<file path="config.mk">
export PLATFORM = sky130hd
export DESIGN_NAME = status_led_pattern_engine_flat
export DESIGN_NICKNAME = d
export VERILOG_FILES = /design/src/rtl/sled_pkg.sv /design/src/rtl/sled_if.sv /design/src/rtl/status_led_pattern_engine.sv /design/src/rtl/sled_pattern_store.sv /design/src/rtl/sled_phase_ctr.sv /design/src/rtl/sled_duty_unit.sv /design/src/flat_wrapper.sv
export SDC_FILE = /design/constraint.sdc
export NUM_CORES = 1
export LEC_CHECK = 0
export ABC_CLOCK_PERIOD_IN_PS = 4000
export BUFFER_PORTS_ARGS = -buffer_cell sky130_fd_sc_hd__buf_2
export CAP_MARGIN = 10
export CORE_ASPECT_RATIO = 0.9
export CORE_MARGIN = 8
export CORE_UTILIZATION = 58
export CTS_CLUSTER_SIZE = 16
export DETAILED_ROUTE_END_ITERATION = 12
export HOLD_SLACK_MARGIN = 0.12
export PLACE_DENSITY = 0.77
export SLEW_MARGIN = 10
export SYNTH_ARGS = -nofsm -noshare
export SYNTH_HDL_FRONTEND = slang
export SYNTH_HIERARCHICAL = 1
export SYNTH_SLANG_ARGS = --single-unit
</file>
<file path="constraint.sdc">
create_clock -name clk -period 4 [get_ports clk]
set_input_delay 0.4 -clock clk [delete_from_list [all_inputs] [get_ports clk]]
set_output_delay 0.4 -clock clk [all_outputs]
set_load 0.005 [all_outputs]
</file>
<file path="src/rtl/sled_pkg.sv">
// ----------------------------------------------------------------------------
// sled_pkg
// Types, constants and the breathe table shared by the status LED pattern
// engine.
// ----------------------------------------------------------------------------
package sled_pkg;

	localparam int CHANNELS      = 8;
	localparam int BREATHE_STEPS = 60;

	// Pattern slots that carry a stored pattern; higher channels stay dark.
	localparam int PAT_SLOTS  = 8;
	localparam int PAT_IDX_W  = 3;
	localparam int CH_W       = (CHANNELS > 1) ? $clog2(CHANNELS) : 1;
	localparam int CHF_W      = 3;
	localparam int DUTY_W     = 12;
	localparam int SLOW_W     = 5;
	localparam int FAST_W     = 3;
	localparam int BR_W       = 6;
	localparam int CFG_ADDR_W = 2;

	localparam logic [SLOW_W-1:0] SLOW_PERIOD = SLOW_W'(20);
	localparam logic [SLOW_W-1:0] SLOW_ON     = SLOW_W'(12);
	localparam logic [FAST_W-1:0] FAST_PERIOD = FAST_W'(5);
	localparam logic [FAST_W-1:0] FAST_ON     = FAST_W'(2);
	localparam logic [BR_W-1:0]   BR_LAST     = BR_W'(BREATHE_STEPS - 1);
	localparam logic [DUTY_W-1:0] DUTY_MAX    = DUTY_W'(4095);
	localparam logic [DUTY_W-1:0] FULL_RESET  = DUTY_W'(4095);
	localparam logic [DUTY_W-1:0] DIM_RESET   = DUTY_W'(512);

	localparam logic [CFG_ADDR_W-1:0] REG_FULL_LEVEL = CFG_ADDR_W'(0);
	localparam logic [CFG_ADDR_W-1:0] REG_DIM_LEVEL  = CFG_ADDR_W'(1);

	localparam logic KIND_TICK   = 1'b0;
	localparam logic KIND_HEALTH = 1'b1;

	typedef enum logic [2:0] {
		PAT_OFF    = 3'd0,
		PAT_STEADY = 3'd1,
		PAT_DIM    = 3'd2,
		PAT_SLOW   = 3'd3,
		PAT_FAST   = 3'd4,
		PAT_PULSE  = 3'd5
	} pat_t;

	typedef enum logic {
		ST_IDLE,
		ST_RUN
	} sled_state_t;

	typedef struct packed {
		logic kind;
		logic any_fault;
		logic heap_alert;
		logic storage_critical;
		logic battery_ok;
		logic node_c_seen;
		logic wifi_up;
		logic node_a_live;
		logic node_c_live;
		logic node_a_heard;
		logic node_c_heard;
		logic pump_bit;
	} sled_in_t;

	typedef struct packed {
		logic [CHF_W-1:0]  channel;
		logic [DUTY_W-1:0] duty;
		logic              full_on;
		logic              full_off;
		logic              last;
	} sled_out_t;

	typedef struct packed {
		logic [SLOW_W-1:0] slow;
		logic [FAST_W-1:0] fast;
		logic [BR_W-1:0]   breathe;
	} sled_phase_t;

	// Half-sine breathe curve; entries from step 33 upward are zero.
	function automatic logic [DUTY_W-1:0] breathe_rom(input logic [BR_W-1:0] idx);
		logic [DUTY_W-1:0] v;
		case (idx)
			6'd1:    v = 12'd142;
			6'd2:    v = 12'd284;
			6'd3:    v = 12'd424;
			6'd4:    v = 12'd561;
			6'd5:    v = 12'd693;
			6'd6:    v = 12'd819;
			6'd7:    v = 12'd938;
			6'd8:    v = 12'd1048;
			6'd9:    v = 12'd1148;
			6'd10:   v = 12'd1238;
			6'd11:   v = 12'd1317;
			6'd12:   v = 12'd1383;
			6'd13:   v = 12'd1437;
			6'd14:   v = 12'd1478;
			6'd15:   v = 12'd1505;
			6'd16:   v = 12'd1518;
			6'd17:   v = 12'd1518;
			6'd18:   v = 12'd1505;
			6'd19:   v = 12'd1478;
			6'd20:   v = 12'd1437;
			6'd21:   v = 12'd1383;
			6'd22:   v = 12'd1317;
			6'd23:   v = 12'd1238;
			6'd24:   v = 12'd1148;
			6'd25:   v = 12'd1048;
			6'd26:   v = 12'd938;
			6'd27:   v = 12'd819;
			6'd28:   v = 12'd693;
			6'd29:   v = 12'd561;
			6'd30:   v = 12'd424;
			6'd31:   v = 12'd284;
			6'd32:   v = 12'd142;
			default: v = '0;
		endcase
		return v;
	endfunction

	// Channel field is the low three bits of the channel counter.
	function automatic logic [CHF_W-1:0] chan_field(input logic [CH_W-1:0] c);
		logic [CH_W+CHF_W-1:0] ext;
		ext = {{CHF_W{1'b0}}, c};
		return ext[CHF_W-1:0];
	endfunction

	// True for channels that own a pattern slot.
	function automatic logic chan_has_slot(input logic [CH_W-1:0] c);
		logic [CH_W+CHF_W-1:0] ext;
		ext = {{CHF_W{1'b0}}, c};
		return (ext[CH_W+CHF_W-1:PAT_IDX_W] == '0);
	endfunction

endpackage

</file>
<file path="src/rtl/sled_if.sv">
// ----------------------------------------------------------------------------
// sled_if
// Valid/ready channels of the status LED pattern engine: input items,
// result items and configuration writes.
// ----------------------------------------------------------------------------
interface sled_in_if;
	import sled_pkg::*;
	logic     valid;
	logic     ready;
	sled_in_t data;
	modport source (output valid, output data, input ready);
	modport sink (input valid, input data, output ready);
endinterface

interface sled_out_if;
	import sled_pkg::*;
	logic      valid;
	logic      ready;
	sled_out_t data;
	modport source (output valid, output data, input ready);
	modport sink (input valid, input data, output ready);
endinterface

interface sled_cfg_if;
	import sled_pkg::*;
	logic                    valid;
	logic                    ready;
	logic [CFG_ADDR_W-1:0]   addr;
	logic [DUTY_W-1:0]       wdata;
	modport source (output valid, output addr, output wdata, input ready);
	modport sink (input valid, input addr, input wdata, output ready);
endinterface

</file>
<file path="src/rtl/status_led_pattern_engine.sv">
// ----------------------------------------------------------------------------
// status_led_pattern_engine
// Status LED pattern engine: health updates set per-channel patterns, display
// ticks emit one duty result per channel.
// ----------------------------------------------------------------------------
// A health update is accepted in the idle state and produces no result. A
// display tick is accepted in the idle state and then walks the channels with
// a single shared duty unit, one channel per cycle while the result register
// is free. The input is not ready while the channel walk runs; the final
// result may still wait in the output register when the next item is taken.
// The phase counters advance as the last channel's result is loaded.
module status_led_pattern_engine (
	input  logic        clk,
	input  logic        arst_n,
	sled_in_if.sink     item,
	sled_out_if.source  result,
	sled_cfg_if.sink    cfg
);
	import sled_pkg::*;

	sled_state_t          state_q, state_d;
	logic [CH_W-1:0]      ch_q;
	logic                 out_vld_q;
	sled_out_t            out_q;
	logic [DUTY_W-1:0]    full_q, dim_q;
	logic                 accept_in, load_out, last_ch, health_wr;
	pat_t                 slot_pat, ch_pat;
	sled_phase_t          phase;
	logic [DUTY_W-1:0]    duty;
	logic                 full_on, full_off;

	assign item.ready = (state_q == ST_IDLE);
	assign cfg.ready  = 1'b1;
	assign accept_in  = item.valid && item.ready;
	assign health_wr  = accept_in && (item.data.kind == KIND_HEALTH);
	assign load_out   = (state_q == ST_RUN) && (!out_vld_q || result.ready);
	assign last_ch    = (ch_q == CH_W'(CHANNELS - 1));

	always_comb begin
		state_d = state_q;
		case (state_q)
			ST_IDLE: begin
				if (accept_in && item.data.kind == KIND_TICK) state_d = ST_RUN;
			end
			ST_RUN: begin
				if (load_out && last_ch) state_d = ST_IDLE;
			end
			default: state_d = ST_IDLE;
		endcase
	end

	always_ff @(posedge clk or negedge arst_n) begin
		if (!arst_n) begin
			state_q <= ST_IDLE;
		end else begin
			state_q <= state_d;
		end
	end

	always_ff @(posedge clk or negedge arst_n) begin
		if (!arst_n) begin
			ch_q <= '0;
		end else if (accept_in) begin
			ch_q <= '0;
		end else if (load_out) begin
			ch_q <= last_ch ? '0 : ch_q + CH_W'(1);
		end
	end

	always_ff @(posedge clk or negedge arst_n) begin
		if (!arst_n) begin
			full_q <= FULL_RESET;
			dim_q  <= DIM_RESET;
		end else if (cfg.valid && cfg.ready) begin
			case (cfg.addr)
				REG_FULL_LEVEL: full_q <= cfg.wdata;
				REG_DIM_LEVEL:  dim_q  <= cfg.wdata;
				default:        ;
			endcase
		end
	end

	sled_pattern_store u_store (
		.clk    (clk),
		.arst_n (arst_n),
		.wr_en  (health_wr),
		.flags  (item.data),
		.rd_idx (chan_field(ch_q)),
		.rd_pat (slot_pat)
	);

	assign ch_pat = chan_has_slot(ch_q) ? slot_pat : PAT_OFF;

	sled_phase_ctr u_phase (
		.clk    (clk),
		.arst_n (arst_n),
		.adv    (load_out && last_ch),
		.phase  (phase)
	);

	sled_duty_unit u_duty (
		.pat        (ch_pat),
		.phase      (phase),
		.full_level (full_q),
		.dim_level  (dim_q),
		.duty       (duty),
		.full_on    (full_on),
		.full_off   (full_off)
	);

	// Output register: a transfer frees it, a new channel result refills it.
	always_ff @(posedge clk or negedge arst_n) begin
		if (!arst_n) begin
			out_vld_q <= 1'b0;
		end else if (load_out) begin
			out_vld_q <= 1'b1;
		end else if (result.ready) begin
			out_vld_q <= 1'b0;
		end
	end

	always_ff @(posedge clk) begin
		if (load_out) begin
			out_q.channel  <= chan_field(ch_q);
			out_q.duty     <= duty;
			out_q.full_on  <= full_on;
			out_q.full_off <= full_off;
			out_q.last     <= last_ch;
		end
	end

	assign result.valid = out_vld_q;
	assign result.data  = out_q;

endmodule

</file>
<file path="src/rtl/sled_pattern_store.sv">
// ----------------------------------------------------------------------------
// sled_pattern_store
// Maps a health update to one pattern per LED slot and holds the patterns.
// ----------------------------------------------------------------------------
module sled_pattern_store (
	input  logic                        clk,
	input  logic                        arst_n,
	input  logic                        wr_en,
	input  sled_pkg::sled_in_t          flags,
	input  logic [sled_pkg::PAT_IDX_W-1:0] rd_idx,
	output sled_pkg::pat_t              rd_pat
);
	import sled_pkg::*;

	pat_t pat_q [PAT_SLOTS];
	pat_t pat_d [PAT_SLOTS];

	always_comb begin
		pat_d[0] = flags.any_fault ? PAT_FAST : PAT_PULSE;
		pat_d[1] = flags.any_fault ? PAT_STEADY : PAT_OFF;
		pat_d[2] = (flags.node_a_live || flags.node_c_live) ? PAT_STEADY :
		           ((flags.node_a_heard || flags.node_c_heard) ? PAT_SLOW : PAT_OFF);
		pat_d[3] = flags.wifi_up ? PAT_STEADY : PAT_SLOW;
		pat_d[4] = flags.node_a_live ? PAT_STEADY :
		           (flags.node_a_heard ? PAT_DIM : PAT_OFF);
		pat_d[5] = flags.node_c_live ? PAT_STEADY :
		           (flags.node_c_seen ? PAT_DIM : PAT_OFF);
		pat_d[6] = (flags.node_c_live && flags.pump_bit) ? PAT_FAST : PAT_OFF;
		pat_d[7] = (flags.heap_alert || flags.storage_critical ||
		            (flags.node_c_seen && !flags.battery_ok)) ? PAT_SLOW : PAT_OFF;
	end

	always_ff @(posedge clk or negedge arst_n) begin
		if (!arst_n) begin
			for (int i = 0; i < PAT_SLOTS; i++) pat_q[i] <= PAT_OFF;
		end else if (wr_en) begin
			for (int i = 0; i < PAT_SLOTS; i++) pat_q[i] <= pat_d[i];
		end
	end

	assign rd_pat = pat_q[rd_idx];

endmodule

</file>
<file path="src/rtl/sled_phase_ctr.sv">
// ----------------------------------------------------------------------------
// sled_phase_ctr
// Modular phase counters for slow blink, fast blink and the breathe table.
// ----------------------------------------------------------------------------
module sled_phase_ctr (
	input  logic                  clk,
	input  logic                  arst_n,
	input  logic                  adv,
	output sled_pkg::sled_phase_t phase
);
	import sled_pkg::*;

	sled_phase_t phase_q;

	always_ff @(posedge clk or negedge arst_n) begin
		if (!arst_n) begin
			phase_q <= '0;
		end else if (adv) begin
			phase_q.slow    <= (phase_q.slow == SLOW_PERIOD - SLOW_W'(1)) ? '0 :
			                   phase_q.slow + SLOW_W'(1);
			phase_q.fast    <= (phase_q.fast == FAST_PERIOD - FAST_W'(1)) ? '0 :
			                   phase_q.fast + FAST_W'(1);
			phase_q.breathe <= (phase_q.breathe == BR_LAST) ? '0 :
			                   phase_q.breathe + BR_W'(1);
		end
	end

	assign phase = phase_q;

endmodule

</file>
<file path="src/rtl/sled_duty_unit.sv">
// ----------------------------------------------------------------------------
// sled_duty_unit
// Shared duty evaluator: turns one channel's pattern and the current phases
// into its PWM duty and full-on / full-off flags.
// ----------------------------------------------------------------------------
module sled_duty_unit (
	input  sled_pkg::pat_t              pat,
	input  sled_pkg::sled_phase_t       phase,
	input  logic [sled_pkg::DUTY_W-1:0] full_level,
	input  logic [sled_pkg::DUTY_W-1:0] dim_level,
	output logic [sled_pkg::DUTY_W-1:0] duty,
	output logic                        full_on,
	output logic                        full_off
);
	import sled_pkg::*;

	always_comb begin
		case (pat)
			PAT_STEADY: duty = full_level;
			PAT_DIM:    duty = dim_level;
			PAT_SLOW:   duty = (phase.slow < SLOW_ON) ? full_level : '0;
			PAT_FAST:   duty = (phase.fast < FAST_ON) ? full_level : '0;
			PAT_PULSE:  duty = breathe_rom(phase.breathe);
			default:    duty = '0;
		endcase
		full_on  = (duty == DUTY_MAX);
		full_off = (duty == '0);
	end

endmodule

</file>
<file path="src/flat_wrapper.sv">
// flat-port wrapper written by rule: the top's interface ports become plain ports
module status_led_pattern_engine_flat import sled_pkg::*;
  (clk, arst_n, item_valid, item_data, item_ready, result_valid, result_data, result_ready, cfg_valid, cfg_addr, cfg_wdata, cfg_ready);
  sled_in_if item_i ();
  sled_out_if result_i ();
  sled_cfg_if cfg_i ();
  input  logic clk;
  input  logic arst_n;
  input wire logic [$bits(item_i.valid)-1:0] item_valid;
  input wire logic [$bits(item_i.data)-1:0] item_data;
  output wire logic [$bits(item_i.ready)-1:0] item_ready;
  output wire logic [$bits(result_i.valid)-1:0] result_valid;
  output wire logic [$bits(result_i.data)-1:0] result_data;
  input wire logic [$bits(result_i.ready)-1:0] result_ready;
  input wire logic [$bits(cfg_i.valid)-1:0] cfg_valid;
  input wire logic [$bits(cfg_i.addr)-1:0] cfg_addr;
  input wire logic [$bits(cfg_i.wdata)-1:0] cfg_wdata;
  output wire logic [$bits(cfg_i.ready)-1:0] cfg_ready;
  assign item_i.valid = item_valid;
  assign item_i.data = item_data;
  assign item_ready = item_i.ready;
  assign result_valid = result_i.valid;
  assign result_data = result_i.data;
  assign result_i.ready = result_ready;
  assign cfg_i.valid = cfg_valid;
  assign cfg_i.addr = cfg_addr;
  assign cfg_i.wdata = cfg_wdata;
  assign cfg_ready = cfg_i.ready;
  status_led_pattern_engine u_core (.clk(clk), .arst_n(arst_n), .item(item_i), .result(result_i), .cfg(cfg_i));
endmodule
</file>
# Yosys cells after proc, flatten, opt, wreduce, memory -nomap -nowiden
# Memory sizes are Yosys's and may differ from the RTL's.
# Cells that the tools add are included.
[word_totals] reg_bits=85 latchBits=0 ram_bits=0 romBits=704 input_bits=31 output_inout_bits=21 word_cells=91 mem_count=1
[classes] n_addsub=4 n_mul=0 div_mod_pow=0 order_cmp=3 eq_ne=11 shifts=0 mux=28 n_bitwise=3 reduce_logical=20
[memory_table] memory="(name not given)" words=64 word_bits=11 read_ports=1 rd_clocked_by_memory_dff=0 wr=0 line_no="sled_pkg.sv:83" source="case (idx)"
[ops] cell="$pmux 12 s5" count=1
[ops] cell="$mux 12" count=2
[ops] cell="$mux 3" count=7
[ops] cell="$mux 2" count=8
[ops] cell="$eq 12x12->1 const B" count=1
[ops] cell="$eq 3x3->1 const B" count=4
[ops] cell="$logic_not 12->1" count=1
[ops] cell="$bmux 3 s3" count=1
[ops] cell="$logic_and 1x1->1" count=7
[ops] cell="$add 3x1->3 const B" count=2
[ops] cell="$add 6x1->6 const B" count=1
[ops] cell="$eq 3x2->1 const B" count=2
[ops] cell="$eq 6x6->1 const B" count=1
[ops] cell="$mux 1" count=6
[ops] cell="$mux 6" count=1
[ops] cell="$add 5x1->5 const B" count=1
[ops] cell="$eq 5x5->1 const B" count=1
[ops] cell="$logic_or 1x1->1" count=5
[ops] cell="$lt 5x4->1 const B" count=1
[ops] cell="$mux 5" count=1
[ops] cell="$ge 4x4->1 const B" count=1
[ops] cell="$not 3->4" count=1
[ops] cell="$reduce_and 2->1" count=2
[ops] cell="$reduce_bool 2->1" count=2
[ops] cell="7 further kinds" count=9

# Logic depth before layout (Yosys ltp)
# Gate-level depths: netlist of the first run.
[logic_depth] ltp_word=7 ltp_mapped=11 ltp_nobuf=9

# Cells and area by module
# The synthesis of the first run kept the hierarchy.
[by_module_without_submodules] mod="status_led_pattern_engine" instances=1 cells_each=97 area_each_um2=1755.4 seq_area_each_um2=1282.5
[by_module_without_submodules] mod="sled_duty_unit" instances=1 cells_each=134 area_each_um2=979.7 seq_area_each_um2=0.0
[by_module_without_submodules] mod="sled_phase_ctr" instances=1 cells_each=67 area_each_um2=689.4 seq_area_each_um2=350.3
[by_module_without_submodules] mod="sled_pattern_store" instances=1 cells_each=56 area_each_um2=594.3 seq_area_each_um2=300.3

# Worst setup path after synthesis of the first run
# OpenSTA, ideal clock, no wires.
[synth_timing] path_kind="reg2reg" from="register u_core.ch_q[0]" to="register u_core.out_q (netlist bit u_core/result.data[2]) (data pin)" setup_time_ns=0.176 arrival_ns=2.602 required_ns=3.824 slack_ns=1.222 path_stages_with_launch=9 n_path_buf=2 synth_period_minus_slack_ns=2.778 path_cell_list="dfrtp_1 -> buf_6 -> mux4_2 -> mux2_2 -> nor3b_1 -> clkbuf_1 -> a221oi_1 -> or3_1 -> nor4_1"
[synth_between] elab_chain_cells=7 word_cells_on_any_way=11 cone_classes="6 x eq/ne; 4 x mux; 1 x bitwise"
[synth_rtl] item="start: declaration" line_no="status_led_pattern_engine.sv:22" source="logic [CH_W-1:0] ch_q;"
[synth_rtl] item="start signal: assignment" line_no="status_led_pattern_engine.sv:66" source="ch_q <= last_ch ? '0 : ch_q + CH_W'(1);"
[synth_rtl] item="$not 3->4 (not written as such) (*)" line_no="sled_pattern_store.sv:41" source="assign rd_pat = pat_q[rd_idx];"
[synth_rtl] item="$bmux 3 s3 (*)" line_no="sled_pattern_store.sv:41"
[synth_rtl] item="$mux 3 (not written as such) (*) (2 in a row)" line_no="sled_pattern_store.sv:41"
[synth_rtl] item="via u_core.ch_pat[0]" line_no="status_led_pattern_engine.sv:27" source="pat_t slot_pat, ch_pat;"
[synth_rtl] item="$eq 3x3->1, or another cell as far along" line_no="sled_duty_unit.sv:18" source="case (pat)"
[synth_rtl] item="$pmux 12 s5 (*)" line_no="sled_duty_unit.sv:18"
[synth_rtl] item="$eq 12x12->1 (*)" line_no="sled_duty_unit.sv:26" source="full_on = (duty == DUTY_MAX);"
[synth_rtl] item="via u_core.full_on" line_no="status_led_pattern_engine.sv:30" source="logic full_on, full_off;"
[synth_rtl] item="end: declaration" line_no="status_led_pattern_engine.sv:24" source="sled_out_t out_q;"
# The timed path passes the listed nets; every way through them passes the cells marked *. The select of a mux whose other input is x is not followed.
# A chain may end at the register's enable or synchronous reset.

# Worst setup path in the final report of the first run
# Same ends and word-level chain as after synthesis.

==> impl_table.tex, run 1 <==
\begin{tabular}{lr}
\hline
Metric & Value \\
\hline
\multicolumn{2}{l}{\textbf{Outcome}} \\
\quad Status & finished clean \\
\multicolumn{2}{l}{\textbf{Drt}} \\
\quad Wire length per cell & 17.4 um \\
\quad Number of design-rule violations left by the first detailed-router iteration & 158 \\
\quad Wire length reported by the detailed router & 8.64 mm \\
\quad Post-route antenna net violation count & 0 \\
\quad Number of optimization iterations in the first detailed-route pass & 4 \\
\quad Via-to-Cell Ratio & 6.03 \\
\quad Remaining routing DRC violations & 0 \\
\quad Vias after detailed routing & 2,984 \\
\multicolumn{2}{l}{\textbf{Floorplan}} \\
\quad Core Rows & 28 \\
\quad Starting Density & 60.4\% \\
\quad Floorplan die height & 95.0 um \\
\quad Die Footprint & 0.00985 mm2 \\
\quad Count of boundary I/O pins & 52 \\
\quad Core area & 0.00666 mm2 \\
\quad Die span in x & 104 um \\
\multicolumn{2}{l}{\textbf{Yosys}} \\
\quad Average cell area after synthesis & 11.4 um2 \\
\quad Register area share after synthesis & 48.1\% \\
\quad Distinct cell type count after synthesis & 73 \\
\quad Net count after synthesis & 401 \\
\quad Cell type with the largest total area after synthesis & sky130\_fd\_sc\_hd\_\_dfrtp\_1 \\
\quad Yosys warns & 6 \\
\quad Commonest register cell after synthesis & sky130\_fd\_sc\_hd\_\_dfrtp\_1 \\
\quad Area share of the leading cell type in the synthesized netlist & 26.2\% \\
\quad Synthesized instance count & 354 \\
\quad Number of enable-type register cells in the synthesized netlist & 18 \\
\quad Top cells by area, synth & sky130\_fd\_sc\_hd\_\_dfrtp\_1 26\%, sky130\_fd\_sc\_hd\_\_edfxtp\_1 13\%, sky130\_fd\_sc\_hd\_\_mux2\_2 9.0\%, sky130\_fd\_sc\_hd\_\_dfstp\_2 8.5\%, sky130\_fd\_sc\_hd\_\_ha\_1 5.0\% \\
\quad \#FFs+latches synth & 73 \\
\quad Cell Area, Synth & 0.00402 mm2 \\
\quad Most instantiated library cell after synthesis & sky130\_fd\_sc\_hd\_\_dfrtp\_1 \\
\quad Synth cell count leaders & 42 x sky130\_fd\_sc\_hd\_\_dfrtp\_1, 32 x sky130\_fd\_sc\_hd\_\_mux2\_2, 24 x sky130\_fd\_sc\_hd\_\_nand2\_1 \\
\quad Share of synthesized registers carrying an async set or reset & 75.3\% \\
\multicolumn{2}{l}{\textbf{Placement}} \\
\quad Placed instance area & 0.00429 mm2 \\
\quad RD Place Congestion & 0.812 \\
\quad Sum of net half-perimeters after detailed placement & 6.19 mm \\
\quad Number of instances in the placed design & 479 \\
\quad Input/output buffers & 50 \\
\multicolumn{2}{l}{\textbf{GRT}} \\
\quad Vias in the first global route & 2,928 \\
\quad Largest net degree at the start of global routing & 35 \\
\quad Total global routing overflow & 0 \\
\quad Global-route wire length before repair & 14.5 mm \\
\quad Antenna violations before repair & 0 \\
\quad Global routing usage summed across all routing layers & 18.0\% \\
\multicolumn{2}{l}{\textbf{STA}} \\
\quad Setup TNS Final & 0 ns \\
\quad Setup repair after global routing missed its margin & false \\
\quad Highest attainable clock frequency & 0.323 GHz \\
\quad Number of pins exceeding their max-slew limit in the final report & 0 \\
\quad Count of final setup violators & 0 \\
\quad Period Utilization, post-route & 77.5\% \\
\quad Transition time of the tightest slew-check pin & 1.00 ns \\
\quad Final-report hold violation count & 0 \\
\quad Tmin final & 3.10 ns \\
\quad Worst relative slew slack & 33.2\% \\
\quad Worst clock skew & 0.00787 ns \\
\multicolumn{2}{l}{\textbf{Final layout}} \\
\quad Post-Layout Cell Count & 495 \\
\quad Fill cells & 498 \\
\quad Antenna cells & 0 \\
\quad Net total in the final layout & 447 \\
\quad Proportion of layout cells with a drive suffix above 1 & 31.9\% \\
\quad Final standard cell area without fillers & 0.00455 mm2 \\
\quad Layout area overhead & 13.2\% \\
\multicolumn{2}{l}{\textbf{Clock network}} \\
\quad TritonCTS Sinks & 73 \\
\quad Clock tree from TritonCTS & yes \\
\quad H-tree levels & 3 \\
\quad Quantity of gates resized following cts & 0 \\
\quad Cts bufs inserted & 9 \\
\quad Buffer levels on the longest clock path & 2 \\
\quad Post-cts hold buffer count & 0 \\
\quad Buffer type at the clock tree root & sky130\_fd\_sc\_hd\_\_clkbuf\_8 \\
\quad Worst-path clk slew & 0.08 ns \\
\quad Latest clock arrival within the worst-skew pair & 0.34 ns \\
\quad Buffer count from post-CTS setup fixing & 0 \\
\multicolumn{2}{l}{\textbf{Setup path}} \\
\quad Data arrival, critical path & 3.24 ns \\
\quad Crit path kind & register to register \\
\quad Max FO, Critical Path & 12 \\
\quad Required time at the worst-slack endpoint & 4.14 ns \\
\quad Startpoint type of the worst setup path & register \\
\quad Reg2Reg Setup Slack & 0.90 ns \\
\quad Capturing element type of the critical path & register \\
\multicolumn{2}{l}{\textbf{Power}} \\
\quad PD cells & 721 mW/mm2 \\
\quad Standby leakage power & 0.00199 uW \\
\quad Largest vdd supply drop & 0.335 mV \\
\quad Final Power & 3280 uW \\
\multicolumn{2}{l}{\textbf{Job}} \\
\quad \# Max-Cap Violations & 0 \\
\multicolumn{2}{l}{\textbf{Worst hold path}} \\
\quad HP Class & primary input to asynchronous set/reset pin \\
\hline
\end{tabular}
placed cells by master (no fill, tap or decap), types with 3 or more instances in the layout:
cell type and n:
sky130_fd_sc_hd__a221o_1 10, sky130_fd_sc_hd__ha_1 16, sky130_fd_sc_hd__o211ai_1 7, sky130_fd_sc_hd__nand2b_1 5, sky130_fd_sc_hd__mux2i_1 6, sky130_fd_sc_hd__mux2_2 32
sky130_fd_sc_hd__buf_4 4, sky130_fd_sc_hd__nor2_1 14, sky130_fd_sc_hd__clkbuf_8 9, sky130_fd_sc_hd__a211oi_1 4, sky130_fd_sc_hd__nor2b_1 5, sky130_fd_sc_hd__nor3_1 9
sky130_fd_sc_hd__buf_2 50, sky130_fd_sc_hd__and2_1 4, sky130_fd_sc_hd__nor3b_1 3, sky130_fd_sc_hd__mux4_2 3, sky130_fd_sc_hd__dfrtp_1 42, sky130_fd_sc_hd__inv_1 17
sky130_fd_sc_hd__nand2_1 24, sky130_fd_sc_hd__edfxtp_1 18, sky130_fd_sc_hd__bufinv_16 4, sky130_fd_sc_hd__dfstp_2 13, sky130_fd_sc_hd__o21ai_0 16, sky130_fd_sc_hd__or2_0 3
sky130_fd_sc_hd__nand3b_1 3, sky130_fd_sc_hd__nand3_1 10, sky130_fd_sc_hd__a21o_1 4, sky130_fd_sc_hd__nand4_1 3, sky130_fd_sc_hd__and3_1 3, sky130_fd_sc_hd__a21oi_1 8
sky130_fd_sc_hd__o21ai_1 3
final timing paths:
kind,startpoint,end,cells after the start
max,u_core/ch_q[0]$_DFFE_PN0P_,u_core/result.data[2]$_DFFE_PP_,9
min,arst_n,u_core/u_phase/phase[10]$_DFFE_PN0P_,1
max reg2reg,u_core/ch_q[0]$_DFFE_PN0P_,u_core/result.data[2]$_DFFE_PP_,9
min reg2reg,u_core/u_store/pat_q[12]$_DFFE_PN0P_,u_core/u_store/pat_q[12]$_DFFE_PN0P_,1
max in group asynchronous,arst_n,u_core/full_q[3]$_DFFE_PN1P_,2
min in group clk,item_data[5],u_core/u_store/pat_q[13]$_DFFE_PN0P_,2
flip-flops by register name, summed over array words and instances, names as in the netlist:
| register | flops |
|---|---|
| u_core/ch_q | 3 |
| u_core/dim_q | 12 |
| u_core/full_q | 12 |
| u_core/result.data | 18 |
| u_core/result.valid | 1 |
| u_core/state_q | 1 |
| u_core/u_phase/phase | 14 |
| u_core/u_store/pat_q | 12 |
per-layer routing:
layer  part of all wire [%]  GRT usage (%)
met2                     47           28.1
met3                    6.8           5.11
met1                     46           23.7
met5                      0              0
met4                   0.63           5.66
worst max-delay path: stages, from the launching register on:
cell and delay, ns:
sky130_fd_sc_hd__dfrtp_1 0.59, sky130_fd_sc_hd__mux4_2 0.55, sky130_fd_sc_hd__mux2_2 0.31, sky130_fd_sc_hd__nor3_1 0.20
sky130_fd_sc_hd__mux2i_1 0.10, sky130_fd_sc_hd__o21ai_1 0.14, sky130_fd_sc_hd__buf_4 0.20, sky130_fd_sc_hd__a221oi_1 0.13
sky130_fd_sc_hd__or3_1 0.38, sky130_fd_sc_hd__nor4_1 0.30
cells by family after synthesis:
group	count (synthesis)	share of synthesized area (%)
multiplexers	41	12.1
AND/OR/NAND/NOR	105	15.0
adder cells (fa/ha/maj)	16	4.98
flip-flops	73	48.1
XOR/XNOR	4	0.872
other	1	0.0933
AO/OA/AOI/OAI	76	13.9
buffers and inverters	38	4.92
power by group:
part	leakage, uW	switching [uW]	internal, uW
Combinational	0.00103	616	591
Clock	0.000131	286	482
Sequential	0.000827	219	1090
Total	0.00199	1120	2160
area by class of cell:
class | count | area, um2 | share of cell area, %
Sequential cell | 73 | 1930 | 42.5
Multi-Input combinational cell | 243 | 1890 | 41.5
Timing Repair Buffer | 54 | 280 | 6.16
Clock inverter | 6 | 138 | 3.02
Clock buffer | 10 | 128 | 2.80
Tap cell | 90 | 113 | 2.47
Inverter | 19 | 71.3 | 1.57
through the flow:
step / hold WS, ns / util [%] / setup WS [ns]
after detailed placement: 0.490 / 64.4 / 0.917
after global routing: 0.178 / 68.4 / 0.695
after CTS: 0.131 / 68.4 / 0.898
after global placement: 0.478 / 64.4 / 1.10
after floorplan: 0.104 / - / 1.22
final: 0.117 / 68.4 / 0.900
No activity file was read; power rests on OpenSTA's default activity.
==> inputs of run 2 (changes only) <==
--- a/config.mk
+++ b/config.mk
@@ -5,16 +5,17 @@
 export SDC_FILE = /design/constraint.sdc
 export NUM_CORES = 1
 export LEC_CHECK = 0
-export ABC_CLOCK_PERIOD_IN_PS = 4000
+export ABC_AREA = 1
+export ABC_CLOCK_PERIOD_IN_PS = 2500
 export BUFFER_PORTS_ARGS = -buffer_cell sky130_fd_sc_hd__buf_2
 export CAP_MARGIN = 10
 export CORE_ASPECT_RATIO = 0.9
 export CORE_MARGIN = 8
-export CORE_UTILIZATION = 58
+export CORE_UTILIZATION = 53
 export CTS_CLUSTER_SIZE = 16
 export DETAILED_ROUTE_END_ITERATION = 12
 export HOLD_SLACK_MARGIN = 0.12
-export PLACE_DENSITY = 0.77
+export PLACE_DENSITY = 0.74
 export SLEW_MARGIN = 10
 export SYNTH_ARGS = -nofsm -noshare
 export SYNTH_HDL_FRONTEND = slang
==> constraint.sdc (replaced) <==
create_clock -name clk -period 2.5 [get_ports clk]
set_input_delay 0.25 -clock clk [delete_from_list [all_inputs] [get_ports clk]]
set_output_delay 0.25 -clock clk [all_outputs]
set_load 0.005 [all_outputs]
==> run 2 against run 1 <==
Net effect: synthesized area up 6.6%; final area up 8.3%; clock power up 52%; setup slack worse by 0.71 ns; sequential cell count unchanged; synthesized cell count up 51%; power up 61%; largest cell class is now multi-input gates; largest power group is now combinational cells.
==> impl_table.tex, run 2 <==
\begin{tabular}{lr}
\hline
Metric & Value \\
\hline
\multicolumn{2}{l}{\textbf{Floorplan}} \\
\quad Starting Density & 53.9\% (-6.5 points) \\
\quad Die span in x & 111 um (+6.8\%) \\
\quad Core Rows & 31 (+11\%) \\
\quad Count of boundary I/O pins & 52 (unchanged) \\
\quad Floorplan die height & 101 um (+6.6\%) \\
\quad Die Footprint & 0.0112 mm2 (+14\%) \\
\quad Core area & 0.00795 mm2 (+19\%) \\
\multicolumn{2}{l}{\textbf{Yosys}} \\
\quad Cell type with the largest total area after synthesis & sky130\_fd\_sc\_hd\_\_dfrtp\_1 \\
\quad Number of enable-type register cells in the synthesized netlist & 18 (unchanged) \\
\quad Cell Area, Synth & 0.00428 mm2 (+6.6\%) \\
\quad Net count after synthesis & 583 (+45\%) \\
\quad Average cell area after synthesis & 7.99 um2 (-30\%) \\
\quad Mux share of post-synthesis cell area & 0\% (-12 points) \\
\quad Distinct cell type count after synthesis & 39 (-47\%) \\
\quad Largest family of logic cells by synthesized area & simple AND/OR/NAND/NOR gates \\
\quad Top cells by area, synth & sky130\_fd\_sc\_hd\_\_dfrtp\_1 25\%, sky130\_fd\_sc\_hd\_\_nand2\_1 15\%, sky130\_fd\_sc\_hd\_\_edfxtp\_1 13\%, sky130\_fd\_sc\_hd\_\_dfstp\_2 8.0\%, sky130\_fd\_sc\_hd\_\_o21ai\_2 5.1\% \\
\quad Synth Area in Compound Gates & 11.2\% (-2.7 points) \\
\quad Area share of the leading cell type in the synthesized netlist & 24.5\% (-1.6 points) \\
\quad Simple logic cell fraction of the synthesized area & 29.4\% (+14 points) \\
\quad Most instantiated library cell after synthesis & sky130\_fd\_sc\_hd\_\_nand2\_1 \\
\quad Share of synthesized registers carrying an async set or reset & 75.3\% (unchanged) \\
\quad Synthesized instance count & 536 (+51\%) \\
\quad Synth cell count leaders & 176 x sky130\_fd\_sc\_hd\_\_nand2\_1, 58 x sky130\_fd\_sc\_hd\_\_inv\_1, 50 x sky130\_fd\_sc\_hd\_\_nor2\_1 \\
\quad Area share of fa/ha/maj cells after synthesis & 4.67\% (-0.31 points) \\
\quad Commonest register cell after synthesis & sky130\_fd\_sc\_hd\_\_dfrtp\_1 \\
\quad \#FFs+latches synth & 73 (unchanged) \\
\quad Register area share after synthesis & 45.1\% (-3.0 points) \\
\quad Yosys warns & 6 (unchanged) \\
\quad Post-Synth XOR/XNOR Area & 0.409\% (-0.46 points) \\
\multicolumn{2}{l}{\textbf{Setup path}} \\
\quad Capturing element type of the critical path & register \\
\quad Chain of cells forming the critical path & inv\_2, o21ai\_0, o21ai\_1, inv\_1, nand3\_1, nand3\_4, nand2\_1, nand3\_1, nor2\_1, nand2\_1, nor2\_1, nand2\_1, nor2\_1 \\
\quad Cell type group with the largest total delay on the critical path & simple AND/OR/NAND/NOR gates \\
\quad CP Capture Point & u\_core/result.data[1]\$\_DFFE\_PP\_ \\
\quad Reg2Reg Setup Slack & 0.19 ns (-0.71 ns) \\
\quad Startpoint type of the worst setup path & register \\
\quad Endpoint of the most critical register-to-register path & u\_core/result.data[1]\$\_DFFE\_PP\_ \\
\quad Required time at the worst-slack endpoint & 2.71 ns (-1.43 ns) \\
\quad Number of gates on the worst path with buffers counted & 13 (+4) \\
\quad Launch point of the worst reg-to-reg path & u\_core/ch\_q[0]\$\_DFFE\_PN0P\_ \\
\quad Beginning of the critical path & u\_core/ch\_q[0]\$\_DFFE\_PN0P\_ \\
\quad Crit path kind & register to register \\
\quad Depth of the most critical reg-to-reg path & 13 (+4) \\
\quad Worst path max stage delay & 0.48 ns (-0.11 ns) \\
\quad Cell with the largest stage delay on the worst path & sky130\_fd\_sc\_hd\_\_dfrtp\_2 \\
\quad Combined buffer and inverter count along the critical path & 2 (+1) \\
\quad Max FO, Critical Path & 12 (unchanged) \\
\quad Data arrival, critical path & 2.52 ns (-0.72 ns) \\
\multicolumn{2}{l}{\textbf{Drt}} \\
\quad Post-route antenna net violation count & 0 (unchanged) \\
\quad Wire length reported by the detailed router & 9.51 mm (+10\%) \\
\quad Remaining routing DRC violations & 0 (unchanged) \\
\quad Via-to-Cell Ratio & 5.14 (-15\%) \\
\quad Wire length per cell & 13.6 um (-22\%) \\
\quad Number of design-rule violations left by the first detailed-router iteration & 190 (+20\%) \\
\quad Number of optimization iterations in the first detailed-route pass & 4 (unchanged) \\
\quad Vias after detailed routing & 3,609 (+21\%) \\
\multicolumn{2}{l}{\textbf{GRT}} \\
\quad Vias in the first global route & 3,581 (+22\%) \\
\quad Total global routing overflow & 0 (unchanged) \\
\quad Largest net degree at the start of global routing & 56 (+60\%) \\
\quad Global routing usage summed across all routing layers & 17.5\% (-0.43 points) \\
\quad Antenna violations before repair & 0 (unchanged) \\
\quad Global-route wire length before repair & 16.4 mm (+13\%) \\
\multicolumn{2}{l}{\textbf{Worst hold path}} \\
\quad HP Class & primary input to register \\
\multicolumn{2}{l}{\textbf{Final layout}} \\
\quad Layout area overhead & 15.0\% \\
\quad Final standard cell area without fillers & 0.00493 mm2 (+8.3\%) \\
\quad Net total in the final layout & 645 (+44\%) \\
\quad Antenna cells & 0 (unchanged) \\
\quad Flip-flop count of the largest register after layout & 18 (unchanged) \\
\quad Most common library cell in the layout ignoring fill and taps & sky130\_fd\_sc\_hd\_\_nand2\_1 \\
\quad Commonest non-fill, non-tap cells in the layout & 176 x sky130\_fd\_sc\_hd\_\_nand2\_1, 58 x sky130\_fd\_sc\_hd\_\_inv\_1, 50 x sky130\_fd\_sc\_hd\_\_buf\_2, 50 x sky130\_fd\_sc\_hd\_\_nor2\_1, 43 x sky130\_fd\_sc\_hd\_\_nand3\_1 \\
\quad Proportion of layout cells with a drive suffix above 1 & 23.9\% (-8.0 points) \\
\quad Fill cells & 674 (+35\%) \\
\multicolumn{2}{l}{\textbf{Placement}} \\
\quad Placed instance area & 0.00460 mm2 (+7.3\%) \\
\quad Sum of net half-perimeters after detailed placement & 6.97 mm (+13\%) \\
\quad Input/output buffers & 50 (unchanged) \\
\quad RD Place Congestion & 0.951 (+17\%) \\
\multicolumn{2}{l}{\textbf{STA}} \\
\quad Worst hold slack across all endpoints & 0.139 ns (+0.0218 ns) \\
\quad Highest attainable clock frequency & 0.433 GHz (+34\%) \\
\quad Final-report hold violation count & 0 (unchanged) \\
\quad Setup TNS Final & 0 ns (unchanged) \\
\quad Worst clock skew & 0.00671 ns (-0.00116 ns) \\
\quad Number of pins exceeding their max-slew limit in the final report & 0 (unchanged) \\
\quad Worst relative slew slack & 46.1\% (+13 points) \\
\quad Count of final setup violators & 0 (unchanged) \\
\quad Tmin final & 2.31 ns (-0.791 ns) \\
\quad Transition time of the tightest slew-check pin & 0.808 ns (-0.194 ns) \\
\quad Period Utilization, post-route & 92.4\% (+15 points) \\
\quad Setup repair after global routing missed its margin & false \\
\multicolumn{2}{l}{\textbf{Clock network}} \\
\quad Latest clock arrival within the worst-skew pair & 0.35 ns (about the same) \\
\quad Buffer count from post-CTS setup fixing & 0 (unchanged) \\
\quad Clock tree from TritonCTS & yes \\
\quad Cts bufs inserted & 9 (unchanged) \\
\quad Buffer levels on the longest clock path & 2 (unchanged) \\
\quad Buffer type at the clock tree root & sky130\_fd\_sc\_hd\_\_clkbuf\_8 \\
\quad Worst-path clk slew & 0.08 ns (about the same) \\
\quad TritonCTS Sinks & 73 (unchanged) \\
\quad H-tree levels & 3 (unchanged) \\
\multicolumn{2}{l}{\textbf{Power}} \\
\quad Standby leakage power & 0.00250 uW (+26\%) \\
\quad PD cells & 1070 mW/mm2 (+49\%) \\
\quad Final Power & 5280 uW (+61\%) \\
\quad Largest vdd supply drop & 0.657 mV (+96\%) \\
\multicolumn{2}{l}{\textbf{Outcome}} \\
\quad Status & finished clean \\
\multicolumn{2}{l}{\textbf{Job}} \\
\quad \# Max-Cap Violations & 0 (unchanged) \\
\hline
\end{tabular}
==> run 2: kinds of logic (layout without fill, tap and decap cells) <==
| group | Yosys count | after routing |
|---|---|---|
| and+or+nand+nor | 294 | 294 |
| buffers and inverters | 80 | 147 |
| xor gates and xnor gates | 2 | 2 |
| AOI/OAI and AO/OA | 70 | 70 |
| adders and majority gates | 16 | 16 |
| DFF | 73 | 73 |
| other | 1 | 1 |
==> run 2: worst min-delay path: stages <==
cell	delay (ns)
sky130_fd_sc_hd__buf_2	0.09
sky130_fd_sc_hd__inv_1	0.09
sky130_fd_sc_hd__o21ai_2	0.06
==> run 2: where the power goes <==
part	switching (uW)	leakage (uW)	internal [uW]
clock network	453	0.000133	716
registers	220	0.000831	1710
logic	1390	0.00153	801
total	2060	0.00250	3220
==> run 2: how the worst min path moves through the flow <==
stage                 startpoint                                   end  slack [ns]  cells after the start
floorplan                 arst_n            u_core/ch_q[0]$_DFFE_PN0P_       -0.05                      0
global route        cfg_wdata[4]          u_core/full_q[4]$_DFFE_PN1P_        0.14                      3
finish              cfg_wdata[4]          u_core/full_q[4]$_DFFE_PN1P_        0.14                      3
CTS                 item_data[1]  u_core/u_store/pat_q[16]$_DFFE_PN0P_        0.13                      3
detailed placement        arst_n   u_core/u_store/pat_q[6]$_DFFE_PN0P_        0.42                      2
global placement          arst_n   u_core/u_store/pat_q[6]$_DFFE_PN0P_        0.41                      2
==> run 2: timing repair <==
action	4_1_cts	5_1_grt
resized for setup	0	3
hold endpoints to repair	46	0
hold buffers	5	0
endpoints found under the setup margin	0	2
==> run 2: metal layers <==
metal	wire length [um]	vias to the layer above	track usage (%)
met4	117	0	6.95
met1	4600	1644	22.8
li1	-	1846	-
met3	487	11	3.61
met2	4310	108	28.0
met5	0	-	0
==> run 2: through the flow <==
stage,utilization [%],cells,setup slack (ns)
floorplan,-,536,0.507
global placement,57.8,681,0.276
detailed placement,57.8,681,0.169
CTS,61.8,702,0.104
global route,62.0,702,0.0261
finish,62.0,702,0.191
==> run 2: layout make-up <==
| type | count | area (um2) | area share, % |
|---|---|---|---|
| Tap cell | 99 | 124 | 2.51 |
| Multi-Input combinational cell | 383 | 1970 | 40.1 |
| Clock inverter | 4 | 77.6 | 1.57 |
| Inverter | 65 | 246 | 5.00 |
| Clock buffer | 12 | 188 | 3.81 |
| Sequential cell | 73 | 1930 | 39.3 |
| Timing Repair Buffer | 66 | 383 | 7.77 |
==> inputs of run 3 (changes only) <==
--- a/config.mk
+++ b/config.mk
@@ -16,6 +16,7 @@
 export DETAILED_ROUTE_END_ITERATION = 12
 export HOLD_SLACK_MARGIN = 0.12
 export PLACE_DENSITY = 0.74
+export RECOVER_POWER = 100
 export SLEW_MARGIN = 10
 export SYNTH_ARGS = -nofsm -noshare
 export SYNTH_HDL_FRONTEND = slang
==> run 3 against run 2 <==
Net effect: setup slack lost 0.00088 ns; non-clock buffer count stayed put; critical endpoint unchanged; critical path depth up 2; sequential power hardly changed; power is 1.4% lower; largest cell class is now flip-flops and latches; routed wire length rose by 0.59%; utilization is 1.9 points lower; sequential cell count stayed put; register-to-register slack barely moved; combinational power shrank 4%.
==> impl_table.tex, run 3 (same netlist as run 2, synthesis figures left out) <==
\begin{tabular}{lr}
\hline
Metric & Value \\
\hline
\multicolumn{2}{l}{\textbf{Setup path}} \\
\quad Required time at the worst-slack endpoint & 2.71 ns (about the same) \\
\quad Max FO, Critical Path & 12 (unchanged) \\
\quad Cell with the largest stage delay on the worst path & sky130\_fd\_sc\_hd\_\_dfrtp\_1 \\
\quad Most frequent cell on the critical path & sky130\_fd\_sc\_hd\_\_nand2\_1 \\
\quad Endpoint of the most critical register-to-register path & u\_core/result.data[1]\$\_DFFE\_PP\_ \\
\quad Launch point of the worst reg-to-reg path & u\_core/ch\_q[1]\$\_DFFE\_PN0P\_ \\
\quad Startpoint type of the worst setup path & register \\
\quad Reg2Reg Setup Slack & 0.19 ns (about the same) \\
\quad Capturing element type of the critical path & register \\
\quad Crit path kind & register to register \\
\quad Worst path max stage delay & 0.48 ns (about the same) \\
\quad Chain of cells forming the critical path & inv\_1, o21ai\_1, nand2\_1, nand2\_1, o21ai\_1, inv\_1, nand3\_1, nand3\_4, nand2\_1, nand3\_1, nor2\_1, nand2\_1, nor2\_1, nand2\_1, nor2\_1 \\
\quad Depth of the most critical reg-to-reg path & 15 (+2) \\
\quad Data arrival, critical path & 2.52 ns (about the same) \\
\multicolumn{2}{l}{\textbf{Floorplan}} \\
\quad Starting Density & 53.9\% (unchanged) \\
\quad Count of boundary I/O pins & 52 (unchanged) \\
\quad Die span in x & 111 um (unchanged) \\
\quad Core area & 0.00795 mm2 (unchanged) \\
\quad Floorplan die height & 101 um (unchanged) \\
\quad Core Rows & 31 (unchanged) \\
\quad Die Footprint & 0.0112 mm2 (unchanged) \\
\multicolumn{2}{l}{\textbf{STA}} \\
\quad Worst clock skew & 0.00669 ns (-0.0000201 ns) \\
\quad Transition time of the tightest slew-check pin & 1.33 ns (+0.524 ns) \\
\quad Setup repair after global routing missed its margin & false \\
\quad Setup TNS Final & 0 ns (unchanged) \\
\quad Count of final setup violators & 0 (unchanged) \\
\quad Worst relative slew slack & 11.2\% (-35 points) \\
\quad Highest attainable clock frequency & 0.433 GHz (about the same) \\
\quad Tmin final & 2.31 ns (+0.000875 ns) \\
\quad Number of pins exceeding their max-slew limit in the final report & 0 (unchanged) \\
\quad Period Utilization, post-route & 92.4\% (about the same) \\
\quad Final-report hold violation count & 0 (unchanged) \\
\multicolumn{2}{l}{\textbf{Final layout}} \\
\quad Most common library cell in the layout ignoring fill and taps & sky130\_fd\_sc\_hd\_\_nand2\_1 \\
\quad Sequential cell area in the final layout & 0.00193 mm2 (unchanged) \\
\quad Layout area overhead & 11.6\% \\
\quad Antenna cells & 0 (unchanged) \\
\quad Commonest non-fill, non-tap cells in the layout & 180 x sky130\_fd\_sc\_hd\_\_nand2\_1, 59 x sky130\_fd\_sc\_hd\_\_inv\_1, 51 x sky130\_fd\_sc\_hd\_\_nor2\_1, 43 x sky130\_fd\_sc\_hd\_\_nand3\_1, 41 x sky130\_fd\_sc\_hd\_\_dfrtp\_1 \\
\quad Proportion of layout cells with a drive suffix above 1 & 16.1\% (-7.8 points) \\
\quad Multi-input logic area & 0.00185 mm2 (-6.2\%) \\
\quad Flip-flop count of the largest register after layout & 18 (unchanged) \\
\quad Net total in the final layout & 645 (unchanged) \\
\quad Post-Layout Cell Count & 702 (unchanged) \\
\quad Fill cells & 724 (+7.4\%) \\
\multicolumn{2}{l}{\textbf{Drt}} \\
\quad Via-to-Cell Ratio & 5.16 (+0.33\%) \\
\quad Vias after detailed routing & 3,621 (+0.33\%) \\
\quad Number of optimization iterations in the first detailed-route pass & 5 (+1) \\
\quad Wire length per cell & 13.6 um (+0.59\%) \\
\quad Number of design-rule violations left by the first detailed-router iteration & 213 (+12\%) \\
\quad Wire length reported by the detailed router & 9.57 mm (+0.59\%) \\
\quad Post-route antenna net violation count & 0 (unchanged) \\
\quad Remaining routing DRC violations & 0 (unchanged) \\
\multicolumn{2}{l}{\textbf{Power}} \\
\quad Largest vdd supply drop & 0.654 mV (-0.43\%) \\
\quad Final Power & 5210 uW (-1.4\%) \\
\quad Standby leakage power & 0.00239 uW (-4.3\%) \\
\quad PD cells & 1090 mW/mm2 (+1.6\%) \\
\multicolumn{2}{l}{\textbf{GRT}} \\
\quad Antenna violations before repair & 0 (unchanged) \\
\quad Largest net degree at the start of global routing & 56 (unchanged) \\
\quad Global routing usage summed across all routing layers & 17.5\% (unchanged) \\
\quad Total global routing overflow & 0 (unchanged) \\
\quad Vias in the first global route & 3,581 (unchanged) \\
\quad Global-route wire length before repair & 16.4 mm (unchanged) \\
\multicolumn{2}{l}{\textbf{Clock network}} \\
\quad TritonCTS Sinks & 73 (unchanged) \\
\quad Worst-path clk slew & 0.08 ns (about the same) \\
\quad Cts bufs inserted & 9 (unchanged) \\
\quad Buffer levels on the longest clock path & 2 (unchanged) \\
\quad Buffer type at the clock tree root & sky130\_fd\_sc\_hd\_\_clkbuf\_8 \\
\quad Clock tree from TritonCTS & yes \\
\quad Latest clock arrival within the worst-skew pair & 0.35 ns (about the same) \\
\quad H-tree levels & 3 (unchanged) \\
\quad Buffer count from post-CTS setup fixing & 0 (unchanged) \\
\multicolumn{2}{l}{\textbf{Placement}} \\
\quad RD Place Congestion & 0.951 (unchanged) \\
\quad Sum of net half-perimeters after detailed placement & 6.97 mm (unchanged) \\
\quad Number of instances in the placed design & 681 (unchanged) \\
\quad Input/output buffers & 50 (unchanged) \\
\multicolumn{2}{l}{\textbf{Worst hold path}} \\
\quad HP Class & primary input to register \\
\quad End point of the most critical hold path & u\_core/full\_q[4]\$\_DFFE\_PN1P\_ \\
\quad Worst Hold Path Cells & 3 (unchanged) \\
\quad Startpoint of the tightest hold check path & cfg\_wdata[4] \\
\multicolumn{2}{l}{\textbf{Job}} \\
\quad \# Max-Cap Violations & 0 (unchanged) \\
\multicolumn{2}{l}{\textbf{Outcome}} \\
\quad Status & finished clean \\
\hline
\end{tabular}
-- run 3: cell count changes in the layout (fill, tap and decap cells not counted), sizes merged --
cell	change
buf	-17
clkbuf	+17
-- run 3: where the power goes --
part	switching [uW]	internal, uW
clock	458	716
sequential	225	1710
combinational	1360	749
total	2040	3170
-- run 3: area by class of cell --
type,instances,share of cell area [%]
flip-flops and latches,73,40.5
multi-input cells,383,38.7
repair buffers,66,7.49
inverters,65,5.16
clock buffers,12,3.93
well taps,99,2.59
clock inverters,4,1.62
-- run 3: critical path: cells and delay by family, from the launching register on --
kind,cells,cell delay [ns]
flip-flops,1,0.48
AND/OR/NAND/NOR,11,1.10
buffers and inverters,2,0.30
AO/OA/AOI/OAI,2,0.26
-- run 3: what timing repair did --
item | 4_1_cts | 5_1_grt
hold buffers | 5 | 0
resized for setup | 0 | 3
setup endpoints to repair | 0 | 2
hold endpoints to repair | 46 | 0
-- run 3: metrics by stage --
stage | utilization (%) | area (um2) | hold WS, ns | worst slack [ns]
3_3_place_gp | 57.8 | 4600 | 0.415 | 0.276
5_1_grt | 60.1 | 4780 | 0.117 | 0.0261
2_1_floorplan | - | 4280 | -0.0456 | 0.507
3_5_place_dp | 57.8 | 4600 | 0.422 | 0.169
6_report | 60.1 | 4780 | 0.119 | 0.190
4_1_cts | 61.8 | 4910 | 0.128 | 0.104
-- run 3: worst max-delay path by stage --
| stage | from | endpoint | slack (ns) | cells past startpoint |
|---|---|---|---|---|
| finish | u_core/ch_q[1]$_DFFE_PN0P_ | u_core/result.data[1]$_DFFE_PP_ | 0.19 | 15 |
| global route | u_core/ch_q[1]$_DFFE_PN0P_ | u_core/result.data[2]$_DFFE_PP_ | 0.03 | 16 |
| CTS | u_core/ch_q[0]$_DFFE_PN0P_ | u_core/result.data[1]$_DFFE_PP_ | 0.10 | 14 |
| detailed placement | u_core/ch_q[0]$_DFFE_PN0P_ | u_core/result.data[1]$_DFFE_PP_ | 0.17 | 14 |
| global placement | u_core/ch_q[0]$_DFFE_PN0P_ | u_core/result.data[2]$_DFFE_PP_ | 0.28 | 13 |
| floorplan | u_core/ch_q[1]$_DFFE_PN0P_ | u_core/result.data[2]$_DFFE_PP_ | 0.51 | 13 |
-- run 3: layer usage --
metal	global-route usage, %	share of wire, %	vias up
met4	6.95	1.5	0
met1	22.8	49	1668
li1	-	-	1837
met2	28.0	45	102
met3	3.61	4.5	14
met5	0	0	-
